$ cat src/rtl/core/chbe_pkg.sv
// Package for the custom hash block engine: transaction structs, FSM states,
// chain initial value, round constant table.
// No dependencies.
package chbe_pkg;

  localparam int BLOCK_WORDS = 16;
  localparam int WORD_W = 32;
  localparam int CHAIN_WORDS = 8;
  localparam int ROUNDS = 32;

  localparam logic [WORD_W-1:0] MASK_A = 32'hABCDEFAB;
  localparam logic [WORD_W-1:0] MASK_B = 32'h77777777;
  localparam logic [7:0] PAD_BYTE = 8'h80;

  typedef logic [CHAIN_WORDS-1:0][WORD_W-1:0] chain_t;

  localparam chain_t CHAIN_INIT = '{
    32'h5be0cd19, 32'h1f83d9ab, 32'h9b05688c, 32'h510e527f,
    32'ha54ff53a, 32'h3c6ef372, 32'hbb67ae85, 32'h6a09e667
  };

  typedef struct packed {
    logic [7:0] data_byte;
    logic       byte_present;
    logic       last;
  } in_t;

  typedef struct packed {
    logic [31:0] digest_word;
    logic [2:0]  word_index;
    logic        last_word;
  } out_t;

  typedef struct packed {
    logic load;
    logic step;
    logic mix;
  } rnd_ctl_t;

  typedef enum logic [2:0] {
    ST_IDLE,
    ST_PAD,
    ST_LOAD,
    ST_RUN,
    ST_ADD,
    ST_EMIT
  } state_t;

  function automatic logic [WORD_W-1:0] round_k(input logic [4:0] idx);
    logic [WORD_W-1:0] k;
    case (idx)
      5'd0:  k = 32'h428a2f98;
      5'd1:  k = 32'h71374491;
      5'd2:  k = 32'hb5c0fbcf;
      5'd3:  k = 32'he9b5dba5;
      5'd4:  k = 32'h3956c25b;
      5'd5:  k = 32'h59f111f1;
      5'd6:  k = 32'h923f82a4;
      5'd7:  k = 32'hab1c5ed5;
      5'd8:  k = 32'hd807aa98;
      5'd9:  k = 32'h12835b01;
      5'd10: k = 32'h243185be;
      5'd11: k = 32'h550c7dc3;
      5'd12: k = 32'h72be5d74;
      5'd13: k = 32'h80deb1fe;
      5'd14: k = 32'h9bdc06a7;
      5'd15: k = 32'hc19bf174;
      5'd16: k = 32'he49b69c1;
      5'd17: k = 32'hefbe4786;
      5'd18: k = 32'h0fc19dc6;
      5'd19: k = 32'h240ca1cc;
      5'd20: k = 32'h2de92c6f;
      5'd21: k = 32'h4a7484aa;
      5'd22: k = 32'h5cb0a9dc;
      5'd23: k = 32'h76f988da;
      5'd24: k = 32'h983e5152;
      5'd25: k = 32'ha831c66d;
      5'd26: k = 32'hb00327c8;
      5'd27: k = 32'hbf597fc7;
      5'd28: k = 32'hc6e00bf3;
      5'd29: k = 32'hd5a79147;
      5'd30: k = 32'h06ca6351;
      5'd31: k = 32'h14292967;
      default: k = '0;
    endcase
    return k;
  endfunction

endpackage

$ cat src/rtl/core/chbe_ram.sv
// Generic single-write, single-read RAM with registered read data.
// No dependencies.
module chbe_ram #(
  parameter int WIDTH = 32,
  parameter int DEPTH = 16
) (
  input  logic                     clk,
  input  logic                     we,
  input  logic [$clog2(DEPTH)-1:0] waddr,
  input  logic [WIDTH-1:0]         wdata,
  input  logic [$clog2(DEPTH)-1:0] raddr,
  output logic [WIDTH-1:0]         rdata
);

  logic [WIDTH-1:0] mem [DEPTH];

  always_ff @(posedge clk) begin
    if (we) begin
      mem[waddr] <= wdata;
    end
    rdata <= mem[raddr];
  end

endmodule

$ cat src/rtl/core/chbe_round.sv
// Shared round unit: eight working variables and one compression round per step.
// Depends on chbe_pkg.
module chbe_round (
  input  logic              clk,
  input  chbe_pkg::rnd_ctl_t ctl,
  input  logic [31:0]       k,
  input  logic [31:0]       w,
  input  chbe_pkg::chain_t  chain,
  output chbe_pkg::chain_t  vars
);
  import chbe_pkg::*;

  chain_t v_r;
  chain_t v_nxt;
  logic [31:0] m;
  logic [31:0] im;
  logic [31:0] t1;
  logic [31:0] t2;

  assign m  = k & MASK_A;
  assign im = ~k & MASK_B;

  always_comb begin
    if (ctl.mix) begin
      t1 = v_r[7] + ((v_r[4] & m) ^ (v_r[5] & im)) + {v_r[4][12:0], v_r[4][31:13]} + w;
      t2 = ((v_r[0] & im) ^ (v_r[1] & m)) + {v_r[0][16:0], v_r[0][31:17]};
    end else begin
      t1 = v_r[7] + ({v_r[4][5:0], v_r[4][31:6]} ^ {v_r[4][10:0], v_r[4][31:11]})
         + (v_r[5] ^ v_r[6]) + k + w;
      t2 = ({v_r[0][1:0], v_r[0][31:2]} ^ {v_r[0][12:0], v_r[0][31:13]})
         + (v_r[1] ^ v_r[2]);
    end
  end

  always_comb begin
    v_nxt = v_r;
    if (ctl.load) begin
      v_nxt = chain;
    end else if (ctl.step) begin
      v_nxt[7] = v_r[6];
      v_nxt[6] = v_r[5];
      v_nxt[5] = v_r[4];
      v_nxt[4] = v_r[3] + t1;
      v_nxt[3] = v_r[2];
      v_nxt[2] = v_r[1];
      v_nxt[1] = v_r[0];
      v_nxt[0] = t1 + t2;
    end
  end

  always_ff @(posedge clk) begin
    v_r <= v_nxt;
  end

  assign vars = v_r;

endmodule

$ cat src/rtl/core/custom_hash_block_engine_core.sv
// Top level of the custom hash block engine: byte packing, padding, round
// sequencer, chain and digest output. Depends on chbe_pkg, chbe_ram, chbe_round.
//
// Usage:
//   Input: drive in_item and raise start; the transaction is taken at a
//   rising edge with start high and busy low. in_item.data_byte counts only
//   when byte_present is set; last ends the message.
//   Output: eight digest words, one per cycle, each marked by out_valid for
//   one cycle, word_index 0 first, last_word on word 7. No backpressure.
// Timing:
//   A byte that neither closes a 64-byte block nor ends the message leaves busy low.
//   A byte that closes a block holds busy through a load step, 32 rounds
//   through the single shared round unit and a chain-add step.
//   A last transaction adds padding writes to message RAM words pos/4 to 15
//   (pos = byte offset in the block), a compression and the output words;
//   the first digest word follows the add through emit and the output register.
// Reset:
//   Synchronous active-low rst_n sets the chain to its initial value, the byte
//   offset to zero and the sequencer to idle. The message RAM is not cleared.
module custom_hash_block_engine_core (
  input  logic           clk,
  input  logic           rst_n,
  input  logic           start,
  output logic           busy,
  input  chbe_pkg::in_t  in_item,
  output logic           out_valid,
  output chbe_pkg::out_t out_item
);
  import chbe_pkg::*;

  state_t state_r;
  state_t state_nxt;
  chain_t chain_r;
  chain_t chain_nxt;
  chain_t vars;
  logic [5:0]  pos_r;
  logic [5:0]  pos_nxt;
  logic [31:0] word_r;
  logic [31:0] word_nxt;
  logic [3:0]  pw_r;
  logic [3:0]  pw_nxt;
  logic [4:0]  rnd_r;
  logic [4:0]  rnd_nxt;
  logic [2:0]  e_r;
  logic [2:0]  e_nxt;
  logic        pend_r;
  logic        pend_nxt;
  logic        fin_r;
  logic        fin_nxt;
  logic        out_valid_r;
  logic        out_valid_nxt;
  out_t        out_r;
  out_t        out_nxt;

  logic        accept;
  logic [4:0]  sh;
  logic [31:0] base_word;
  logic [31:0] pad_word;
  logic        ram_we;
  logic [3:0]  ram_waddr;
  logic [31:0] ram_wdata;
  logic [3:0]  ram_raddr;
  logic [31:0] ram_rdata;
  rnd_ctl_t    rctl;

  assign busy   = (state_r != ST_IDLE);
  assign accept = start && !busy;

  assign sh        = {~pos_r[1:0], 3'b000};
  assign base_word = (pos_r[1:0] == 2'd0) ? '0 : word_r;
  assign word_nxt  = (accept && in_item.byte_present)
                   ? (base_word | ({24'd0, in_item.data_byte} << sh)) : word_r;
  assign pad_word  = (pw_r == pos_r[5:2]) ? (base_word | ({24'd0, PAD_BYTE} << sh)) : '0;

  // next state
  always_comb begin
    state_nxt = state_r;
    case (state_r)
      ST_IDLE: begin
        if (accept) begin
          if (in_item.byte_present && pos_r == 6'd63) begin
            state_nxt = ST_LOAD;
          end else if (in_item.last) begin
            state_nxt = ST_PAD;
          end
        end
      end
      ST_PAD:  if (pw_r == 4'd15) state_nxt = ST_LOAD;
      ST_LOAD: state_nxt = ST_RUN;
      ST_RUN:  if (rnd_r == 5'(ROUNDS - 1)) state_nxt = ST_ADD;
      ST_ADD: begin
        if (fin_r) begin
          state_nxt = ST_EMIT;
        end else if (pend_r) begin
          state_nxt = ST_PAD;
        end else begin
          state_nxt = ST_IDLE;
        end
      end
      ST_EMIT: if (e_r == 3'd7) state_nxt = ST_IDLE;
      default: state_nxt = ST_IDLE;
    endcase
  end

  // datapath and outputs
  always_comb begin
    chain_nxt     = chain_r;
    pos_nxt       = pos_r;
    pw_nxt        = pw_r;
    rnd_nxt       = rnd_r;
    e_nxt         = e_r;
    pend_nxt      = pend_r;
    fin_nxt       = fin_r;
    out_valid_nxt = 1'b0;
    out_nxt       = out_r;
    ram_we        = 1'b0;
    ram_waddr     = pos_r[5:2];
    ram_wdata     = word_nxt;
    ram_raddr     = 4'd0;
    rctl          = '0;
    case (state_r)
      ST_IDLE: begin
        if (accept) begin
          if (in_item.byte_present) begin
            pos_nxt = pos_r + 6'd1;
            ram_we  = (pos_r[1:0] == 2'd3);
          end
          pw_nxt = pos_nxt[5:2];
          if (in_item.byte_present && pos_r == 6'd63) begin
            pend_nxt = in_item.last;
          end
        end
      end
      ST_PAD: begin
        ram_we    = 1'b1;
        ram_waddr = pw_r;
        ram_wdata = pad_word;
        pend_nxt  = 1'b0;
        pw_nxt    = pw_r + 4'd1;
        if (pw_r == 4'd15) fin_nxt = 1'b1;
      end
      ST_LOAD: begin
        rctl.load = 1'b1;
        rnd_nxt   = '0;
      end
      ST_RUN: begin
        rctl.step = 1'b1;
        rctl.mix  = rnd_r[4];
        ram_raddr = rnd_r[3:0] + 4'd1;
        rnd_nxt   = rnd_r + 5'd1;
      end
      ST_ADD: begin
        for (int i = 0; i < CHAIN_WORDS; i++) begin
          chain_nxt[i] = chain_r[i] + vars[i];
        end
        pw_nxt = pos_r[5:2];
        if (fin_r) begin
          pos_nxt = '0;
          e_nxt   = '0;
        end
      end
      ST_EMIT: begin
        out_valid_nxt       = 1'b1;
        out_nxt.digest_word = chain_r[e_r];
        out_nxt.word_index  = e_r;
        out_nxt.last_word   = (e_r == 3'd7);
        e_nxt               = e_r + 3'd1;
        if (e_r == 3'd7) begin
          chain_nxt = CHAIN_INIT;
          fin_nxt   = 1'b0;
        end
      end
      default: ;
    endcase
  end

  always_ff @(posedge clk) begin
    if (!rst_n) begin
      state_r     <= ST_IDLE;
      chain_r     <= CHAIN_INIT;
      pos_r       <= '0;
      rnd_r       <= '0;
      e_r         <= '0;
      pend_r      <= 1'b0;
      fin_r       <= 1'b0;
      out_valid_r <= 1'b0;
    end else begin
      state_r     <= state_nxt;
      chain_r     <= chain_nxt;
      pos_r       <= pos_nxt;
      rnd_r       <= rnd_nxt;
      e_r         <= e_nxt;
      pend_r      <= pend_nxt;
      fin_r       <= fin_nxt;
      out_valid_r <= out_valid_nxt;
    end
  end

  always_ff @(posedge clk) begin
    word_r <= word_nxt;
    pw_r   <= pw_nxt;
    out_r  <= out_nxt;
  end

  chbe_ram #(
    .WIDTH(WORD_W),
    .DEPTH(BLOCK_WORDS)
  ) u_msg_ram (
    .clk  (clk),
    .we   (ram_we),
    .waddr(ram_waddr),
    .wdata(ram_wdata),
    .raddr(ram_raddr),
    .rdata(ram_rdata)
  );

  chbe_round u_round (
    .clk  (clk),
    .ctl  (rctl),
    .k    (round_k(rnd_r)),
    .w    (ram_rdata),
    .chain(chain_r),
    .vars (vars)
  );

  assign out_valid = out_valid_r;
  assign out_item  = out_r;

`ifndef NO_ASSERTIONS
  a_out_from_emit: assert property (@(posedge clk) disable iff (!rst_n)
    out_valid_r |-> $past(state_r == ST_EMIT))
    else $error("digest word strobed outside emit");

  a_run_holds: assert property (@(posedge clk) disable iff (!rst_n)
    (state_r == ST_RUN && rnd_r != 5'(ROUNDS - 1)) |=> (state_r == ST_RUN))
    else $error("round sequence cut short");

  a_last_word_idx: assert property (@(posedge clk) disable iff (!rst_n)
    (out_valid_r && out_r.last_word) |-> (out_r.word_index == 3'd7))
    else $error("last word flag on wrong index");

  a_pos_clear_emit: assert property (@(posedge clk) disable iff (!rst_n)
    (state_r == ST_EMIT) |-> (pos_r == 6'd0 && fin_r))
    else $error("byte offset not cleared during digest output");

  a_pad_order: assert property (@(posedge clk) disable iff (!rst_n)
    (state_r == ST_PAD) |-> (pw_r >= pos_r[5:2]))
    else $error("padding write below current word");
`endif

endmodule
$ cat config.mk
export PLATFORM = sky130hd
export DESIGN_NAME = custom_hash_block_engine_core
export DESIGN_NICKNAME = d
export VERILOG_FILES = /design/src/rtl/core/chbe_pkg.sv /design/src/rtl/core/chbe_ram.sv /design/src/rtl/core/chbe_round.sv /design/src/rtl/core/custom_hash_block_engine_core.sv
export SDC_FILE = /design/constraint.sdc
export NUM_CORES = 2
export LEC_CHECK = 0
export BUFFER_PORTS_ARGS = -buffer_cell sky130_fd_sc_hd__buf_2
export CORE_AREA = 4 4 433 435
export DETAILED_ROUTE_END_ITERATION = 6
export DIE_AREA = 0 0 437 439
export PLACE_DENSITY = 0.57
export SYNTH_ARGS = -nofsm -noshare
export SYNTH_HDL_FRONTEND = slang
export SYNTH_HIERARCHICAL = 1
export SYNTH_SLANG_ARGS = --single-unit
export TNS_END_PERCENT = 1
$ cat constraint.sdc
create_clock -name clk -period 7.1 [get_ports clk]
set_input_delay 1.065 -clock clk [delete_from_list [all_inputs] [get_ports clk]]
set_output_delay 1.065 -clock clk [all_outputs]
set_load 0.01 [all_outputs]
## After elaboration in Yosys (flattened, before gate mapping)

Memories as Yosys holds them, arrays and structs flattened. A register that Yosys moved wholly into a read port is not among the register bits.
Cells that the tools add are included.

- $add $sub $neg: 24
- Magnitude comparators: 1
- Equality and inequality tests: 19
- Shifts and indexed selects: 2
- Multiplexer cells: 48
- Bitwise operators: 14
- Reduce and logical (&&, ||, !) cells: 22

Operators with widths:

| operator | count |
|---|---|
| $mux W256 | 3 |
| $add A32 B32 Y32 | 19 |
| $pmux W256 S2 | 1 |
| $mux W32 | 7 |
| $xor A32 B32 Y32 | 6 |
| $bmux W32 S3 | 1 |
| $and A32 B31 Y32 | 2 |
| $and A32 B32 Y32 | 2 |
| $or A32 B32 Y32 | 2 |
| $shl A8 B5 Y32 | 1 |
| $shl A8 B5 Y32 const A | 1 |
| $not A31 Y31 | 1 |
| $mux W3 | 8 |
| $mux W6 | 3 |
| $pmux W3 S6 | 1 |
| $ne A2 B2 Y1 const B | 7 |
| $mux W4 | 3 |
| $pmux W4 S3 | 1 |
| $pmux W6 S2 | 1 |
| $reduce_bool A2 Y1 | 6 |
| $mux W1 | 11 |
| $mux W5 | 2 |
| $pmux W5 S2 | 1 |
| $eq A3 B3 Y1 const B | 3 |
| other kinds (26) | 37 |

- Bits in registers: 604
- RAM bits: 512
- Bits in read-only memories: 1,024
- Input port bits: 13
- Output and inout port bits: 38
- Word-level logic and storage cells: 161
- Memories kept: 2

Memory list:

| memory | depth | width | read ports | clocked after Yosys merged registers in | write ports | RTL line | text |
|---|---|---|---|---|---|---|---|
| (no name shown) | 32 | 32 | 1 | 1 | 0 | chbe_pkg.sv:51 | `case (idx)` |
| u_msg_ram.mem | 16 | 32 | 1 | 1 | 1 | chbe_ram.sv:15 | `logic [WIDTH-1:0] mem [DEPTH];` |

## Logic depth before layout (Yosys ltp)

- Word-level depth: 10
- Gate-level depth with buffers: 30
- Depth with buffers taken out: 30

## Modules after synthesis

Netlist, hierarchy kept.

Modules (own cells, without submodules):

| module | times used | cells an instance | area each (um2) | seq. area each (um2) |
|---|---|---|---|---|
| custom_hash_block_engine_core | 1 | 3,324 | 28,280.9 | 8,007.7 |
| chbe_round | 1 | 2,350 | 25,041.5 | 7,687.4 |
| chbe_ram | 1 | 838 | 19,835.3 | 16,015.4 |

## Worst setup path after synthesis

No wires, ideal clock.

- Path type: reg2reg
- Start: register u_round.v_r, in the netlist u_round/vars[161]
- End: register u_round.v_r, in the netlist u_round/vars[158] (data pin)
- Setup time: 0.267 ns
- Data arrival time: 6.067 ns
- Data required time: 6.833 ns
- Path slack: 0.767 ns
- Cell stages (with the launch flop): 30
- Path buffers: 0
- Period minus slack after synthesis: 6.333 ns
- Cell sequence: edfxtp_1 xor2_1 fa_1 inv_1 fa_1 inv_1 fa_1 ha_1 fa_1 a21o_1 a211oi_1 o21ai_1 nand3_1 nand2_1 nand2_1 a21boi_0 nor2_1 xor2_1 o21ai_0 ha_1 a21o_1 a21o_1 a21oi_1 o21ai_0 or3_1 o221ai_1 o311ai_1 o221ai_1 xor2_1 o21ai_0

RTL lines:

| what | RTL line | text |
|---|---|---|
| start, declared | chbe_round.sv:13 | `chain_t v_r;` |
| start signal, assigned | chbe_round.sv:52 | `v_r <= v_nxt;` |

==> flow_summary.toml <==
[run_status]
outcome = "finished, final reports clean"

[clock_tree]
cts_buffers = 138
cts_tree = "done"
holdBufCountCts = 0
root_buffer = "clkbuf_16"
insertion_delay_ps = 820
cts.sinks = 1180
cts.clk_slew.worst_paths_ps = 60
clockBufferDepth = 3
htreeDepth = 4

[cells_and_area]
fin_nets = 7269
drive_gt1_share_pct = 15.9
syn_to_final_growth_pct = 12.2

[routing]
drcViolationCount = 0
vias_per_cell = 5.99
drt-initial-drc-count = 5445
vias = 55200
wire_per_inst_um = 27.2
totalWireLength_um = 251000
dr.pass1.iters = 6
drtAntennaViolNets = 0

[global_routing]
antenna_found_initial = 12
grt_max_degree = 100
grt_usage_pct = 25.6
first_global_vias = 54600
grt_overflow = 0
grt_pass1_wl_um = 366000

[floorplanning]
initial_core_util_pct = 40.0
core_area_um2 = 183000
num_rows = 157
die-area_um2 = 192000
die_h_um = 439
ioPinCount = 51
die_x_um = 437

[sta]
slew_headroom_pct = 11.5
max_freq_mhz = 145
fin_tns_setup_ps = 0
finalSetupViolations = 0
tightest_slew_ps = 1320
fin_crit_ps = 6870
skew_ps = 62.8
maxSlewViolCount = 0
min_period_over_period_pct = 96.8
hold_violations = 0

[setup_path]
critical_path_class = "reg2reg"
reg2reg_slack_ps = 230
required_ps = 7640
critPathLaunchType = "flip-flop"
cpPeakStageDelay_ps = 550
path_buf_inv = 5
crit_path_top_delay_cell = "fa_1"
rr_endpoint = "u_round/vars[30]"
r2r_start = "u_round/vars[193]"
worst-r2r-cell-count = 30
endpoint_kind = "flip-flop"
cp.arrival_ps = 7410
cp_top_family = "compound AO/OA/AOI/OAI gates"
worstPathMaxFanout = 3

[synth]
synthArstFlopShare_pct = 0
synth_top_cell_by_area = "edfxtp_1"
synthesis.nets = 7146
synth_common_cells = "edfxtp_1 (808), nand2_1 (503), a21oi_1 (497)"
yosysWarnings = 6
synth_most_common_cell = "edfxtp_1"
synth_area_leaders = "edfxtp_1 (33%), dfxtp_1 (10%), ha_1 (7.8%)"
seq_area_frac_synth_pct = 43.3
syn_avg_cell_area_um2 = 11.2
synth_cell_types = 117
synth_edf_count = 808
syn-instance-count = 6512
synth.cell_area_um2 = 73200
synth-seq-cells = 1180
netlist.area_leader.share_pct = 33.2
yosys_most_used_dff = "edfxtp_1"

[worst_hold_path]
worstHoldEndpoint = "chain_r[191]"
hold_depth = 2
hold_class = "reg2reg"
hp-start = "chain_r[191]"

[place]
gp_congestion = 0.990
dpl.hpwl_um = 181000
port_buffers = 50

[job]
cap_viol_max_count = 0
==> cell usage in the layout, fill, tap and decap left out, types with 60 or more instances in the layout <==
cell type    n
a21o_1     244
a21oi_1    487
a22o_1      65
a22oi_1    121
buf_4      189
clkbuf_16  141
dfxtp_1    369
edfxtp_1   808
fa_1       164
ha_1       451
inv_1      177
mux2_2     267
mux4_2     192
nand2_1    499
nand3_1    100
nor2_1     382
nor2b_1     66
nor3_1      73
o21a_1      63
o21ai_0    301
o21bai_1    60
o22ai_1     86
xnor2_1    232
xor2_1     267
==> per-stage QoR <==
stage | cells | util (%) | hold WS [ps] | cell area (µm²) | worst slack, ps
6_report | 9218 | 44.8 | 474 | 82100 | 226
5_1_grt | 9215 | 44.8 | 495 | 82100 | -21.7
4_1_cts | 9209 | 44.7 | 470 | 81800 | 20.0
3_5_place_dp | 8953 | 42.2 | 460 | 77200 | 6.74
3_3_place_gp | 8953 | 42.2 | 458 | 77200 | -3.18
2_1_floorplan | 6512 | - | 435 | 73200 | 767
==> layer usage <==
layer  share of wire, %  global-route usage (%)
met3                5.9                    3.11
met2                 47                    42.1
met1                 42                    34.2
met4                4.8                    11.1
met5              0.013                       0
==> worst max-delay path by stage <==
stage                                 start           endpoint  slack [ps]  cells past startpoint
after floorplan           u_round/vars[161]  u_round/vars[158]         770                     29
after global placement    u_round/vars[161]   u_round/vars[31]          -3                     32
after CTS                 u_round/vars[161]   u_round/vars[30]          20                     31
final                     u_round/vars[193]   u_round/vars[30]         230                     30
after detailed placement  u_round/vars[161]   u_round/vars[29]           7                     32
after global routing      u_round/vars[193]   u_round/vars[30]         -20                     31
==> cell type report <==
cell class | instances | area [µm²]
fill | 17000 | 101000
multi-input combinational | 4891 | 40200
sequential | 1180 | 31700
clock buffer | 203 | 3920
tap | 2464 | 3080
timing repair buffer | 243 | 1760
clock inverter | 53 | 722
inverter | 181 | 682
antenna | 3 | 7.51
==> state kept, by name, indices dropped and copies added (netlist names), 4 cells and up, named ones only <==
signal and cells:
u_msg_ram/mem 512, u_round/vars 256, pw_r 4, word_r 32, pos_r 6, rnd_r 5
u_msg_ram/rdata 32, out_item 36, chain_r 256
==> tightest hold or removal path: stages, from the launching register on <==
cell	delay (ps)
dfxtp_1	330
inv_1	60
a21oi_1	50
==> timing repair <==
action | CTS | global route
hold endpoints to repair | 0 | 0
pin swaps | 0 | 22
buffers inserted | 0 | 6
gates resized for setup | 2 | 49
endpoints found under the setup margin | 2 | 18
==> cell families after synthesis <==
kind of cell,after synthesis,share of synthesized area [%]
flip-flops,1180,43.3
XOR/XNOR,504,6.04
buffers and inverters,441,2.34
multiplexers,473,10.2
AND/OR/NAND/NOR,1438,9.06
adder cells (fa/ha/maj),621,12.3
AO/OA/AOI/OAI,1855,16.7
Power is not shown: default switching activity piles up to over one toggle a cycle in this logic, so the estimate is an artifact.
